**src/rtl/ssd_pkg.sv**
```systemverilog
// ============================================================================
// ssd_pkg : shared types and constants of the stair step detector
// Sample, result, configuration and datapath command types, widths, register
// map and reset values used by every module of the detector.
// ============================================================================
package ssd_pkg;

    // Field widths.
    localparam int SAMPLE_BITS   = 16;
    localparam int COUNT_BITS    = 16;
    localparam int TIME_BITS     = 32;
    localparam int GAIN_BITS     = 16;
    localparam int THR_BITS      = 15;
    localparam int INTERVAL_BITS = 16;

    // The average carries eight fraction bits below the unsigned Q4.12 magnitude.
    localparam int FRAC_EXT  = 8;
    localparam int AVG_BITS  = SAMPLE_BITS + FRAC_EXT;
    localparam int SQ_BITS   = 2 * SAMPLE_BITS;
    localparam int PROD_BITS = AVG_BITS + GAIN_BITS;

    // Configuration port.
    localparam int ADDR_BITS = 5;
    localparam int DATA_BITS = 32;

    localparam logic [2:0] REG_AVG_GAIN        = 3'd0;
    localparam logic [2:0] REG_PEAK_THRESHOLD  = 3'd1;
    localparam logic [2:0] REG_MIN_INTERVAL_MS = 3'd2;
    localparam logic [2:0] REG_DOWN_THRESHOLD  = 3'd3;
    localparam logic [2:0] REG_UP_THRESHOLD    = 3'd4;
    localparam logic [2:0] REG_QUIET_THRESHOLD = 3'd5;

    localparam logic [GAIN_BITS-1:0]     RST_AVG_GAIN        = 16'd9830;
    localparam logic [THR_BITS-1:0]      RST_PEAK_THRESHOLD  = 15'd614;
    localparam logic [INTERVAL_BITS-1:0] RST_MIN_INTERVAL_MS = 16'd450;
    localparam logic [THR_BITS-1:0]      RST_DOWN_THRESHOLD  = 15'd492;
    localparam logic [THR_BITS-1:0]      RST_UP_THRESHOLD    = 15'd328;
    localparam logic [THR_BITS-1:0]      RST_QUIET_THRESHOLD = 15'd205;

    typedef struct packed {
        logic signed [SAMPLE_BITS-1:0] accel_x;
        logic signed [SAMPLE_BITS-1:0] accel_y;
        logic signed [SAMPLE_BITS-1:0] accel_z;
        logic [TIME_BITS-1:0]          time_ms;
    } sample_t;

    typedef struct packed {
        logic                  step_up;
        logic                  step_down;
        logic [COUNT_BITS-1:0] up_count;
        logic [COUNT_BITS-1:0] down_count;
        logic [COUNT_BITS-1:0] total_count;
    } result_t;

    typedef struct packed {
        logic [GAIN_BITS-1:0]     avg_gain;
        logic [THR_BITS-1:0]      peak_threshold;
        logic [INTERVAL_BITS-1:0] min_interval_ms;
        logic [THR_BITS-1:0]      down_threshold;
        logic [THR_BITS-1:0]      up_threshold;
        logic [THR_BITS-1:0]      quiet_threshold;
    } cfg_t;

    typedef enum logic [1:0] {
        AXIS_X,
        AXIS_Y,
        AXIS_Z
    } axis_t;

    typedef struct packed {
        logic  load;
        logic  square;
        axis_t sq_axis;
        logic  root_step;
        logic  scale;
        logic  update;
        logic  commit;
    } dp_cmd_t;

    typedef struct packed {
        logic root_last;
    } dp_status_t;

endpackage

```
**src/rtl/stair_step_detector_core.sv**
```systemverilog
// ============================================================================
// stair_step_detector_core : accelerometer stair step detector
// Forms the magnitude of each three-axis sample, tracks its exponential
// average and counts steps up and down from peaks of the deviation.
// ============================================================================
//
//  Channel  Dir  Handshake                   Payload
//  -------  ---  --------------------------  ------------------------------
//  sample   in   sample_valid / sample_stall  sample_t: accel_x/y/z, time_ms
//  result   out  result_valid / result_stall  result_t: step flags, counts
//  config   in   APB psel/penable/pwrite      six settings, read back
//
// A sample transfer is taken in the idle cycle; the datapath then squares the
// axes in turn on one shared multiplier, works out the square root (one
// result bit per cycle, which sets the rate), and then does the average
// multiply, average update and step decision. No new sample is taken until
// the pass is through. The result register sits between the two sides, so
// a waiting result does not block the next sample; only the decision cycle waits
// while a previous result is still stalled. Reset clears the detector state,
// the counters and the result valid flag, and loads the default settings.
//
module stair_step_detector_core
    import ssd_pkg::*;
(
    input  logic                 clk,
    input  logic                 rst_n,
    // Sample channel.
    input  logic                 sample_valid,
    output logic                 sample_stall,
    input  sample_t              sample,
    // Result channel.
    output logic                 result_valid,
    input  logic                 result_stall,
    output result_t              result,
    // Configuration port.
    input  logic                 psel,
    input  logic                 penable,
    input  logic                 pwrite,
    input  logic [ADDR_BITS-1:0] paddr,
    input  logic [DATA_BITS-1:0] pwdata,
    output logic [DATA_BITS-1:0] prdata,
    output logic                 pready
);

    cfg_t       cfg;
    dp_cmd_t    cmd;
    dp_status_t status;

    // Every access completes in its access cycle.
    assign pready = 1'b1;

    ssd_regs u_regs (
        .clk     (clk),
        .rst_n   (rst_n),
        .psel    (psel),
        .penable (penable),
        .pwrite  (pwrite),
        .paddr   (paddr),
        .pwdata  (pwdata),
        .prdata  (prdata),
        .cfg     (cfg)
    );

    // The sequencer issues one command per cycle and watches the root counter.
    ssd_ctrl u_ctrl (
        .clk          (clk),
        .rst_n        (rst_n),
        .sample_valid (sample_valid),
        .sample_stall (sample_stall),
        .result_valid (result_valid),
        .result_stall (result_stall),
        .cmd          (cmd),
        .status       (status)
    );

    ssd_dp u_dp (
        .clk    (clk),
        .rst_n  (rst_n),
        .sample (sample),
        .cfg    (cfg),
        .cmd    (cmd),
        .status (status),
        .result (result)
    );

endmodule

```
**src/rtl/ssd_regs.sv**
```systemverilog
// ============================================================================
// ssd_regs : configuration register file
// Six detector settings behind an APB-style port, with read back.
// ============================================================================
module ssd_regs
    import ssd_pkg::*;
(
    input  logic                 clk,
    input  logic                 rst_n,
    input  logic                 psel,
    input  logic                 penable,
    input  logic                 pwrite,
    input  logic [ADDR_BITS-1:0] paddr,
    input  logic [DATA_BITS-1:0] pwdata,
    output logic [DATA_BITS-1:0] prdata,
    output cfg_t                 cfg
);

    cfg_t       cfg_reg;
    logic       wr_en;
    logic [2:0] index;

    assign wr_en = psel & penable & pwrite;
    assign index = paddr[4:2];
    assign cfg   = cfg_reg;

    always_ff @(posedge clk or negedge rst_n)
    begin
        if (!rst_n)
        begin
            cfg_reg.avg_gain        <= RST_AVG_GAIN;
            cfg_reg.peak_threshold  <= RST_PEAK_THRESHOLD;
            cfg_reg.min_interval_ms <= RST_MIN_INTERVAL_MS;
            cfg_reg.down_threshold  <= RST_DOWN_THRESHOLD;
            cfg_reg.up_threshold    <= RST_UP_THRESHOLD;
            cfg_reg.quiet_threshold <= RST_QUIET_THRESHOLD;
        end
        else if (wr_en)
        begin
            case (index)
                REG_AVG_GAIN:        cfg_reg.avg_gain        <= pwdata[GAIN_BITS-1:0];
                REG_PEAK_THRESHOLD:  cfg_reg.peak_threshold  <= pwdata[THR_BITS-1:0];
                REG_MIN_INTERVAL_MS: cfg_reg.min_interval_ms <= pwdata[INTERVAL_BITS-1:0];
                REG_DOWN_THRESHOLD:  cfg_reg.down_threshold  <= pwdata[THR_BITS-1:0];
                REG_UP_THRESHOLD:    cfg_reg.up_threshold    <= pwdata[THR_BITS-1:0];
                REG_QUIET_THRESHOLD: cfg_reg.quiet_threshold <= pwdata[THR_BITS-1:0];
                default:             ;
            endcase
        end
    end

    always_comb
    begin
        case (index)
            REG_AVG_GAIN:
                prdata = DATA_BITS'(cfg_reg.avg_gain);
            REG_PEAK_THRESHOLD:
                prdata = DATA_BITS'(cfg_reg.peak_threshold);
            REG_MIN_INTERVAL_MS:
                prdata = DATA_BITS'(cfg_reg.min_interval_ms);
            REG_DOWN_THRESHOLD:
                prdata = DATA_BITS'(cfg_reg.down_threshold);
            REG_UP_THRESHOLD:
                prdata = DATA_BITS'(cfg_reg.up_threshold);
            REG_QUIET_THRESHOLD:
                prdata = DATA_BITS'(cfg_reg.quiet_threshold);
            default:
                prdata = '0;
        endcase
    end

endmodule

```
**src/rtl/ssd_ctrl.sv**
```systemverilog
// ============================================================================
// ssd_ctrl : detector sequencer
// Steps the datapath through squaring, square root, average update and the
// step decision, and owns the result valid flag.
// ============================================================================
module ssd_ctrl
    import ssd_pkg::*;
(
    input  logic       clk,
    input  logic       rst_n,
    input  logic       sample_valid,
    output logic       sample_stall,
    output logic       result_valid,
    input  logic       result_stall,
    output dp_cmd_t    cmd,
    input  dp_status_t status
);

    typedef enum logic [2:0] {
        ST_IDLE,
        ST_SQUARE,
        ST_ROOT,
        ST_SCALE,
        ST_UPDATE,
        ST_DECIDE
    } state_t;

    state_t state_reg, state_next;
    axis_t  axis_reg, axis_next;
    logic   valid_reg, valid_next;
    logic   out_free;

    // The result register can take a new transfer when empty or being drained.
    assign out_free     = !valid_reg || !result_stall;
    assign sample_stall = (state_reg != ST_IDLE);
    assign result_valid = valid_reg;

    always_comb
    begin
        state_next = state_reg;
        axis_next  = axis_reg;
        valid_next = valid_reg && result_stall;
        cmd        = '0;
        cmd.sq_axis = axis_reg;
        case (state_reg)
            ST_IDLE:
            begin
                if (sample_valid)
                begin
                    cmd.load   = 1'b1;
                    axis_next  = AXIS_X;
                    state_next = ST_SQUARE;
                end
            end
            ST_SQUARE:
            begin
                cmd.square = 1'b1;
                case (axis_reg)
                    AXIS_X:  axis_next = AXIS_Y;
                    AXIS_Y:  axis_next = AXIS_Z;
                    default: state_next = ST_ROOT;
                endcase
            end
            ST_ROOT:
            begin
                cmd.root_step = 1'b1;
                if (status.root_last)
                begin
                    state_next = ST_SCALE;
                end
            end
            ST_SCALE:
            begin
                cmd.scale  = 1'b1;
                state_next = ST_UPDATE;
            end
            ST_UPDATE:
            begin
                cmd.update = 1'b1;
                state_next = ST_DECIDE;
            end
            ST_DECIDE:
            begin
                if (out_free)
                begin
                    cmd.commit = 1'b1;
                    valid_next = 1'b1;
                    state_next = ST_IDLE;
                end
            end
            default:
            begin
                state_next = ST_IDLE;
            end
        endcase
    end

    always_ff @(posedge clk or negedge rst_n)
    begin
        if (!rst_n)
        begin
            state_reg <= ST_IDLE;
            axis_reg  <= AXIS_X;
            valid_reg <= 1'b0;
        end
        else
        begin
            state_reg <= state_next;
            axis_reg  <= axis_next;
            valid_reg <= valid_next;
        end
    end

endmodule

```
**src/rtl/ssd_dp.sv**
```systemverilog
// ============================================================================
// ssd_dp : detector datapath
// Shared squarer, bit-per-cycle square root, average multiplier, detector
// state, step counters and the result register.
// ============================================================================
module ssd_dp
    import ssd_pkg::*;
(
    input  logic       clk,
    input  logic       rst_n,
    input  sample_t    sample,
    input  cfg_t       cfg,
    input  dp_cmd_t    cmd,
    output dp_status_t status,
    output result_t    result
);

    // Captured sample.
    logic signed [SAMPLE_BITS-1:0] x_reg, y_reg, z_reg;
    logic [TIME_BITS-1:0]          now_reg;

    // Square-root working registers.
    logic [SQ_BITS-1:0] rem_reg, rem_next;
    logic [SQ_BITS-1:0] res_reg, res_next;
    logic [SQ_BITS-1:0] bit_reg, bit_next;

    // Average update.
    logic [PROD_BITS-1:0] prod_reg;
    logic                 neg_reg;

    // Detector state.
    logic [AVG_BITS-1:0]           avg_reg, avg_next;
    logic signed [SAMPLE_BITS-1:0] zref_reg, zref_next;
    logic                          wait_reg, wait_next;
    logic [TIME_BITS-1:0]          last_reg, last_next;
    logic                          seeded_reg, seeded_next;
    logic [COUNT_BITS-1:0]         up_cnt_reg, up_cnt_next;
    logic [COUNT_BITS-1:0]         down_cnt_reg, down_cnt_next;
    logic [COUNT_BITS-1:0]         all_cnt_reg, all_cnt_next;
    result_t                       result_reg, result_next;

    logic signed [SAMPLE_BITS-1:0] sq_op;
    logic signed [SQ_BITS-1:0]     sq;
    logic [SQ_BITS:0]              trial;
    logic [AVG_BITS-1:0]           mag_ext;
    logic signed [AVG_BITS:0]      diff;
    logic signed [AVG_BITS:0]      abs_full;
    logic [AVG_BITS-1:0]           delta;
    logic signed [AVG_BITS:0]      dm;
    logic signed [AVG_BITS:0]      peak_ext, quiet_ext;
    logic signed [SAMPLE_BITS:0]   dz, down_lim, up_lim;
    logic [TIME_BITS-1:0]          elapsed;
    logic                          fire, go_down, go_up;

    assign status.root_last = bit_reg[0];
    assign result           = result_reg;

    always_comb
    begin
        case (cmd.sq_axis)
            AXIS_X:  sq_op = x_reg;
            AXIS_Y:  sq_op = y_reg;
            default: sq_op = z_reg;
        endcase
    end

    assign sq    = sq_op * sq_op;
    assign trial = {1'b0, res_reg} + {1'b0, bit_reg};

    always_comb
    begin
        rem_next = rem_reg;
        res_next = res_reg;
        bit_next = bit_reg;
        if (cmd.load)
        begin
            rem_next = '0;
            res_next = '0;
            bit_next = SQ_BITS'(1) << (SQ_BITS - 2);
        end
        else if (cmd.square)
        begin
            rem_next = rem_reg + $unsigned(sq);
        end
        else if (cmd.root_step)
        begin
            if ({1'b0, rem_reg} >= trial)
            begin
                rem_next = rem_reg - trial[SQ_BITS-1:0];
                res_next = (res_reg >> 1) + bit_reg;
            end
            else
            begin
                res_next = res_reg >> 1;
            end
            bit_next = bit_reg >> 2;
        end
    end

    // Magnitude with the extra average fraction bits.
    assign mag_ext  = {res_reg[SAMPLE_BITS-1:0], {FRAC_EXT{1'b0}}};
    assign diff     = $signed({1'b0, mag_ext}) - $signed({1'b0, avg_reg});
    assign abs_full = diff[AVG_BITS] ? -diff : diff;
    assign delta    = prod_reg[PROD_BITS-1:GAIN_BITS];

    // Deviation from the freshly updated average.
    assign dm = $signed({1'b0, mag_ext}) - $signed({1'b0, avg_reg});
    assign peak_ext  = $signed({{(AVG_BITS + 1 - THR_BITS - FRAC_EXT){1'b0}},
                                cfg.peak_threshold, {FRAC_EXT{1'b0}}});
    assign quiet_ext = $signed({{(AVG_BITS + 1 - THR_BITS - FRAC_EXT){1'b0}},
                                cfg.quiet_threshold, {FRAC_EXT{1'b0}}});

    assign dz = $signed({z_reg[SAMPLE_BITS-1], z_reg})
              - $signed({zref_reg[SAMPLE_BITS-1], zref_reg});
    assign down_lim = -$signed({{(SAMPLE_BITS + 1 - THR_BITS){1'b0}}, cfg.down_threshold});
    assign up_lim   = $signed({{(SAMPLE_BITS + 1 - THR_BITS){1'b0}}, cfg.up_threshold});
    assign elapsed  = now_reg - last_reg;

    assign fire = !wait_reg && (dm > peak_ext)
               && (elapsed > TIME_BITS'(cfg.min_interval_ms));
    assign go_down = fire && (dz < down_lim);
    assign go_up   = fire && !go_down && (dz > up_lim);

    always_comb
    begin
        avg_next      = avg_reg;
        zref_next     = zref_reg;
        wait_next     = wait_reg;
        last_next     = last_reg;
        seeded_next   = seeded_reg;
        up_cnt_next   = up_cnt_reg;
        down_cnt_next = down_cnt_reg;
        all_cnt_next  = all_cnt_reg;
        result_next   = result_reg;

        if (cmd.update)
        begin
            if (!seeded_reg)
            begin
                avg_next = mag_ext;
            end
            else if (neg_reg)
            begin
                avg_next = avg_reg - delta;
            end
            else
            begin
                avg_next = avg_reg + delta;
            end
        end

        if (cmd.commit)
        begin
            if (!seeded_reg)
            begin
                zref_next   = z_reg;
                last_next   = now_reg;
                seeded_next = 1'b1;
            end
            else
            begin
                if (go_down && !(&down_cnt_reg))
                begin
                    down_cnt_next = down_cnt_reg + 1'b1;
                end
                if (go_up && !(&up_cnt_reg))
                begin
                    up_cnt_next = up_cnt_reg + 1'b1;
                end
                if (go_up || go_down)
                begin
                    if (!(&all_cnt_reg))
                    begin
                        all_cnt_next = all_cnt_reg + 1'b1;
                    end
                    last_next = now_reg;
                    wait_next = 1'b1;
                end
                else if (wait_reg && (dm < quiet_ext))
                begin
                    wait_next = 1'b0;
                end
                if ((dm < quiet_ext) && (dm > -quiet_ext))
                begin
                    zref_next = z_reg;
                end
            end
            result_next.step_up     = seeded_reg && go_up;
            result_next.step_down   = seeded_reg && go_down;
            result_next.up_count    = up_cnt_next;
            result_next.down_count  = down_cnt_next;
            result_next.total_count = all_cnt_next;
        end
    end

    // Working registers without reset.
    always_ff @(posedge clk)
    begin
        if (cmd.load)
        begin
            x_reg   <= sample.accel_x;
            y_reg   <= sample.accel_y;
            z_reg   <= sample.accel_z;
            now_reg <= sample.time_ms;
        end
        if (cmd.scale)
        begin
            neg_reg  <= diff[AVG_BITS];
            prod_reg <= abs_full[AVG_BITS-1:0] * cfg.avg_gain;
        end
        rem_reg    <= rem_next;
        res_reg    <= res_next;
        bit_reg    <= bit_next;
        result_reg <= result_next;
    end

    always_ff @(posedge clk or negedge rst_n)
    begin
        if (!rst_n)
        begin
            avg_reg      <= '0;
            zref_reg     <= '0;
            wait_reg     <= 1'b0;
            last_reg     <= '0;
            seeded_reg   <= 1'b0;
            up_cnt_reg   <= '0;
            down_cnt_reg <= '0;
            all_cnt_reg  <= '0;
        end
        else
        begin
            avg_reg      <= avg_next;
            zref_reg     <= zref_next;
            wait_reg     <= wait_next;
            last_reg     <= last_next;
            seeded_reg   <= seeded_next;
            up_cnt_reg   <= up_cnt_next;
            down_cnt_reg <= down_cnt_next;
            all_cnt_reg  <= all_cnt_next;
        end
    end

endmodule

```
**config.mk**
```make
export PLATFORM = sky130hd
export DESIGN_NAME = stair_step_detector_core
export DESIGN_NICKNAME = d
export VERILOG_FILES = /design/src/rtl/ssd_pkg.sv /design/src/rtl/stair_step_detector_core.sv /design/src/rtl/ssd_regs.sv /design/src/rtl/ssd_ctrl.sv /design/src/rtl/ssd_dp.sv
export SDC_FILE = /design/constraint.sdc
export NUM_CORES = 2
export LEC_CHECK = 0
export BUFFER_PORTS_ARGS = -buffer_cell sky130_fd_sc_hd__buf_2
export CAP_MARGIN = 5
export CORE_MARGIN = 5
export CORE_UTILIZATION = 46
export CTS_BUF_LIST = sky130_fd_sc_hd__clkbuf_4
export DETAILED_ROUTE_END_ITERATION = 8
export GPL_ROUTABILITY_DRIVEN = 0
export HOLD_SLACK_MARGIN = 0.03
export PLACE_DENSITY = 0.66
export SLEW_MARGIN = 30
export SYNTH_ARGS = -nofsm -noshare
export SYNTH_HDL_FRONTEND = slang
export SYNTH_HIERARCHICAL = 1
export SYNTH_SLANG_ARGS = --single-unit
```
**constraint.sdc**
```tcl
create_clock -name clk -period 17.4 [get_ports clk]
set_clock_uncertainty 0.2 [all_clocks]
set_input_delay 1.74 -clock clk [delete_from_list [all_inputs] [get_ports clk]]
set_output_delay 1.74 -clock clk [all_outputs]
set_load 0.01 [all_outputs]
```
# Word-level counts from Yosys, hierarchy flattened
# Cells that the tools add are included.
[word_totals] register_bits=471 latchBits=0 ram_bits=0 romBits=0 input_bits=124 mem_count=0
[classes] add_sub_neg=15 n_mul=2 n_div=0 magnitude_cmp=7 n_eq_ne=18 n_shift=0 muxes=40 bitwise_logic=3 n_reduce_logical=45
[op_table] cell="2-to-1 mux 32 bit" count=6
[op_table] cell="2-to-1 mux 16 bit" count=9
[op_table] cell="case mux 16 bit (6 select lines)" count=1
[op_table] cell="2-to-1 mux 24 bit" count=3
[op_table] cell="subtractor 32 bit" count=2
[op_table] cell="adder 16 x 1 -> 16 bit (second input constant)" count=3
[op_table] cell="AND reduction 16 bit" count=3
[op_table] cell="multiplier 24 x 16 -> 40 bit" count=1
[op_table] cell="adder 32 x 31 -> 33 bit" count=1
[op_table] cell=">= comparator 32 x 33 -> 1 bit" count=1
[op_table] cell="adder 31 x 31 -> 32 bit" count=1
[op_table] cell="adder 32 bit" count=1
[op_table] cell="greater-than comparator 32 x 16 -> 1 bit" count=1
[op_table] cell="multiplier 16 x 16 -> 32 bit" count=1
[op_table] cell="case mux 16 bit (2 select lines)" count=1
[op_table] cell="greater-than comparator 25 x 24 -> 1 bit" count=1
[op_table] cell="greater-than comparator 25 bit" count=1
[op_table] cell="less-than comparator 25 x 24 -> 1 bit" count=1
[op_table] cell="negator 23 -> 25 bit" count=1
[op_table] cell="subtractor 24 x 24 -> 25 bit" count=1
[op_table] cell="adder 24 bit" count=1
[op_table] cell="negator 24 bit" count=1
[op_table] cell="subtractor 24 bit" count=1
[op_table] cell="AND reduction 2 bit" count=10
[op_table] cell="other kinds (28)" count=77

# Logic depth before layout (Yosys ltp)
[logic_depth] depth_word=11 mapped_depth=42

# Cells and area by module
# Netlist, hierarchy kept.
[by_module_without_submodules] mod="ssd_dp" n_inst=1 cells_per_inst=5183 area_each_um2=47393.0
[by_module_without_submodules] mod="ssd_regs" n_inst=1 cells_per_inst=314 area_each_um2=4414.2
[by_module_without_submodules] mod="ssd_ctrl" n_inst=1 cells_per_inst=44 area_each_um2=381.6
[by_module_without_submodules] mod="stair_step_detector_core" n_inst=1 cells_per_inst=2 area_each_um2=11.3

# Least setup slack after synthesis
# No wires, ideal clock.
[synth_timing] path_type="register to register" startpoint="register u_dp.avg_reg[0]" endpoint="register u_dp.prod_reg[39], data pin" setup_time_ns=0.260 arrival_time_ns=9.231 slack_ns=7.709 path_stages_with_launch=42 path_buffers=4 period_less_slack_ns=9.691 path_cell_list="dfrtp_1 > clkbuf_1 > inv_1 > ha_1 > nor3b_4 > a41oi_1 > nand3b_1 > nand2_1 > nor3_1 > nand2b_1 > buf_2 > inv_1 > clkbuf_1 > xnor2_1 > o22ai_1 > xnor2_1 > clkbuf_1 > nand2_1 > (+6 left out) > fa_1 > inv_1 > fa_1 > inv_1 > fa_1 > ha_1 > nand4_1 > a2111oi_0 > a221oi_1 > o2111ai_1 > o21ai_0 > a2bb2oi_1 > a21bo_2 > a21oi_1 > o21a_1 > o41ai_1 > o21ai_0 > xnor2_1"
[synth_rtl] item="start: declaration" line="ssd_dp.sv:32" source="logic [AVG_BITS-1:0] avg_reg, avg_next;"
[synth_rtl] item="start signal: assignment" line="ssd_dp.sv:232" source="avg_reg <= avg_next;"
[synth_rtl] item="subtractor 24 x 24 -> 25 bit" line="ssd_dp.sv:102" source="assign diff = $signed({1'b0, mag_ext}) - $signed({1'b0, avg_reg});"
[synth_rtl] item="via u_dp.diff[24]" line="ssd_dp.sv:46" source="logic signed [AVG_BITS:0] diff;"
[synth_rtl] item="2-to-1 mux 24 bit" line="ssd_dp.sv:103" source="assign abs_full = diff[AVG_BITS] ? -diff : diff;"
[synth_rtl] item="multiplier 24 x 16 -> 40 bit" line="ssd_dp.sv:209" source="prod_reg <= abs_full[AVG_BITS-1:0] * cfg.avg_gain;"
[synth_rtl] item="end signal: assignment" line="ssd_dp.sv:209"
[synth_rtl] item="end: declaration" line="ssd_dp.sv:28" source="logic [PROD_BITS-1:0] prod_reg;"
# The timed path passes the listed nets, and every way through them passes these cells.
# A chain may end at the register's enable or synchronous reset.

# Worst setup path in the final report
[layout_timing] startpoint="register u_dp.avg_reg[1]" endpoint="register u_dp.prod_reg[39], data pin"
[layout_between] elab_chain_len=4
[layout_lines] item="subtractor 24 x 24 -> 25 bit *" line="ssd_dp.sv:102"
[layout_lines] item="negator 24 bit" line="ssd_dp.sv:103"
[layout_lines] item="2-to-1 mux 24 bit *" line="ssd_dp.sv:103"
[layout_lines] item="multiplier 24 x 16 -> 40 bit *" line="ssd_dp.sv:209"
# Mark *: on every way between the ends. The rest lies on a longest branch, timed or not.

==> metrics.cfg <==
[grt]
busiest_layer=met2
use_met1=0.313
track_usage=0.231
grt_use_met3=0.0408
grt_pass1_wl_mm=223
grt_pass1_vias=41300
antenna_found_initial=3
use_met2=0.373
grt_max_degree=89
overflow=0

[yosys]
synth_warnings=6
synthDistinctLibCells=107
yosys_most_used_dff=dfrtp_1
synth_edf_count=155
ys_seq_area_frac=0.226
asyncSetResetFlopFracSynth=0.484
ys_ff_latch=455
postSynthAreaPerCell_um2=9.42
syn_area_um2=52200
postSynthCellCount=5543

[worst_hold_path]
worstHoldPathCells=2
hold_path.class=flip-flop to flip-flop

[sta]
max_slew_margin=0.323
fin_crit_sh=0.653
setup_violations=0
drv_slew=0
rsz0062_at_grt=no
worst_pin_slew_ns=1.02
hold_viol_final=0
tns_ns=0
fmax_ghz=0.0880
min_period_ns=11.37

[die]
num_rows=123
start_util=0.463
fp.dieW_um=347
die_y_um=347
core-area_um2=113000
die_area_um2=120000
io_pins=209

[setup_path]
end_kind=flip-flop
critPathTopFamily=adder cells
r2r_cells=38
worstSetupStartpointType=flip-flop
critPathBufInv=8
crit_slowest_cell=a2111oi_1
cpMostUsedCell=inv_1
cp_num_cells=38
slowest_delay_ns=0.74
required_ns=17.94
arrival_ns=11.90
cp_max_fo=18
crit_type=flip-flop to flip-flop

[clock_network]
clk_pin_slew_ns=0.07
cts_setup_buffers=0
cts_hold_buf=0
cts_buffer_depth=3
h-tree-depth=4
clk_latency_ns=1.05
cts_sinks=455
root_buffer=clkbuf_4
cts_tree=yes
cts_buffers=135
post_cts_resized=0

[finish]
fillers=10500
nets=6882
drive_above_1_share=0.124
layout_common_cells=inv_1 (824), fa_1 (576), nand2_1 (560), ha_1 (468), nor2_1 (306)
areaGrowthSynthToFinish_pct=8.35
layout_commonest_cell=inv_1
largest_register_ffs=92

[detailed_routing]
via_per_inst=5.49
wire_per_inst_um=18.9
vias=40300
drc_errors=0
routed_wl_mm=139
postRouteAntennaNets=0
drt_iter0_drc=2755
drt_pass1_iterations=5

[placed_design]
numPortBuffers=173
hpwlAfterDp_mm=107

[status]
outcome=finished, final reports clean

[run]
maxCapViolCount=0

[synth_stat cells, drive strengths merged (14+ instances only)]
master	number	area [µm²]
mux2	174	1960
and2	178	1110
a211oi	61	458
nand4	53	344
o21ai	147	739
and3	57	357
o221ai	14	123
o21a	47	354
dfstp	30	788
dfrtp	190	4750
ha	468	5860
or3	23	154
buf	77	518
inv	824	3090
nor3	99	518
nand2	562	2110
xnor2	244	2140
xor2	111	980
a2111oi	14	148
nor4	25	193
a21o	90	676
nand3	88	440
o211ai	16	120
a31o	16	140
fa	577	11600
a21oi	258	1300
clkbuf	143	538
o21bai	24	180
nor2b	38	238
nor2	316	1220
a31oi	54	374
mux2i	58	581
dfxtp	80	1600
edfxtp	155	4650
nand2b	34	213
o31ai	18	154
o22ai	18	113
[routing by layer]
metal  vias to the layer above  wire [µm]
met5                         -          0
met4                         0       4840
met3                       255       9470
met2                      1248      64200
met1                     19900      60300
li1                      18800          -
[area by class of cell]
| cell class | count | area [µm²] | area share |
|---|---|---|---|
| Antenna cell | 5 | 12.5 | 0.000221 |
| Clock inverter | 50 | 314 | 0.00555 |
| Tap cell | 1500 | 1880 | 0.0332 |
| Timing Repair Buffer | 238 | 1380 | 0.0244 |
| Sequential cell | 455 | 11800 | 0.209 |
| Inverter | 829 | 3110 | 0.0550 |
| Clock buffer | 198 | 1490 | 0.0263 |
| Multi-Input combinational cell | 4054 | 36600 | 0.647 |
[tightest hold or removal path, stage by stage, from the launching register on]
cell	delay, ns
dfrtp_1	0.34
nand2_1	0.05
o21ai_0	0.06
[through the flow]
| stage | hold WS [ns] | util | instances | setup WS, ns | cell area, µm² |
|---|---|---|---|---|---|
| finish | 0.289 | 0.502 | 7329 | 6.03 | 56600 |
| global route | 0.304 | 0.502 | 7329 | 5.34 | 56600 |
| CTS | 0.295 | 0.501 | 7324 | 5.95 | 56500 |
| detailed placement | 0.281 | 0.485 | 7076 | 6.04 | 54700 |
| global placement | 0.271 | 0.485 | 7075 | 6.17 | 54600 |
| floorplan | 0.253 | - | 5558 | 7.71 | 52300 |
[cells by family after synthesis]
logic type	synth area share
and+or+nand+nor	0.140
buffers and inverters	0.0798
adders and majority gates	0.333
AOI/OAI and AO/OA	0.112
DFF	0.226
xor gates and xnor gates	0.0599
muxes	0.0487
other	0.000144
[path summary, 6_finish.rpt]
path / slack (ns) / endpoint / startpoint
setup / recovery: 6.03 / u_dp/prod_reg[39] / u_dp/avg_reg[1]
hold / removal: 0.29 / u_dp/last_reg[0] / u_dp/last_reg[0]
setup reg to reg: 6.03 / u_dp/prod_reg[39] / u_dp/avg_reg[1]
hold reg to reg: 0.29 / u_dp/last_reg[0] / u_dp/last_reg[0]
max in group asynchronous: 14.63 / u_regs/cfg[27] / rst_n
min in group asynchronous: 0.54 / u_dp/all_cnt_reg[1] / rst_n
Power is left out: the tool's default activity adds up to more than one toggle a clock period on the data nets, which glitch-free logic cannot reach.
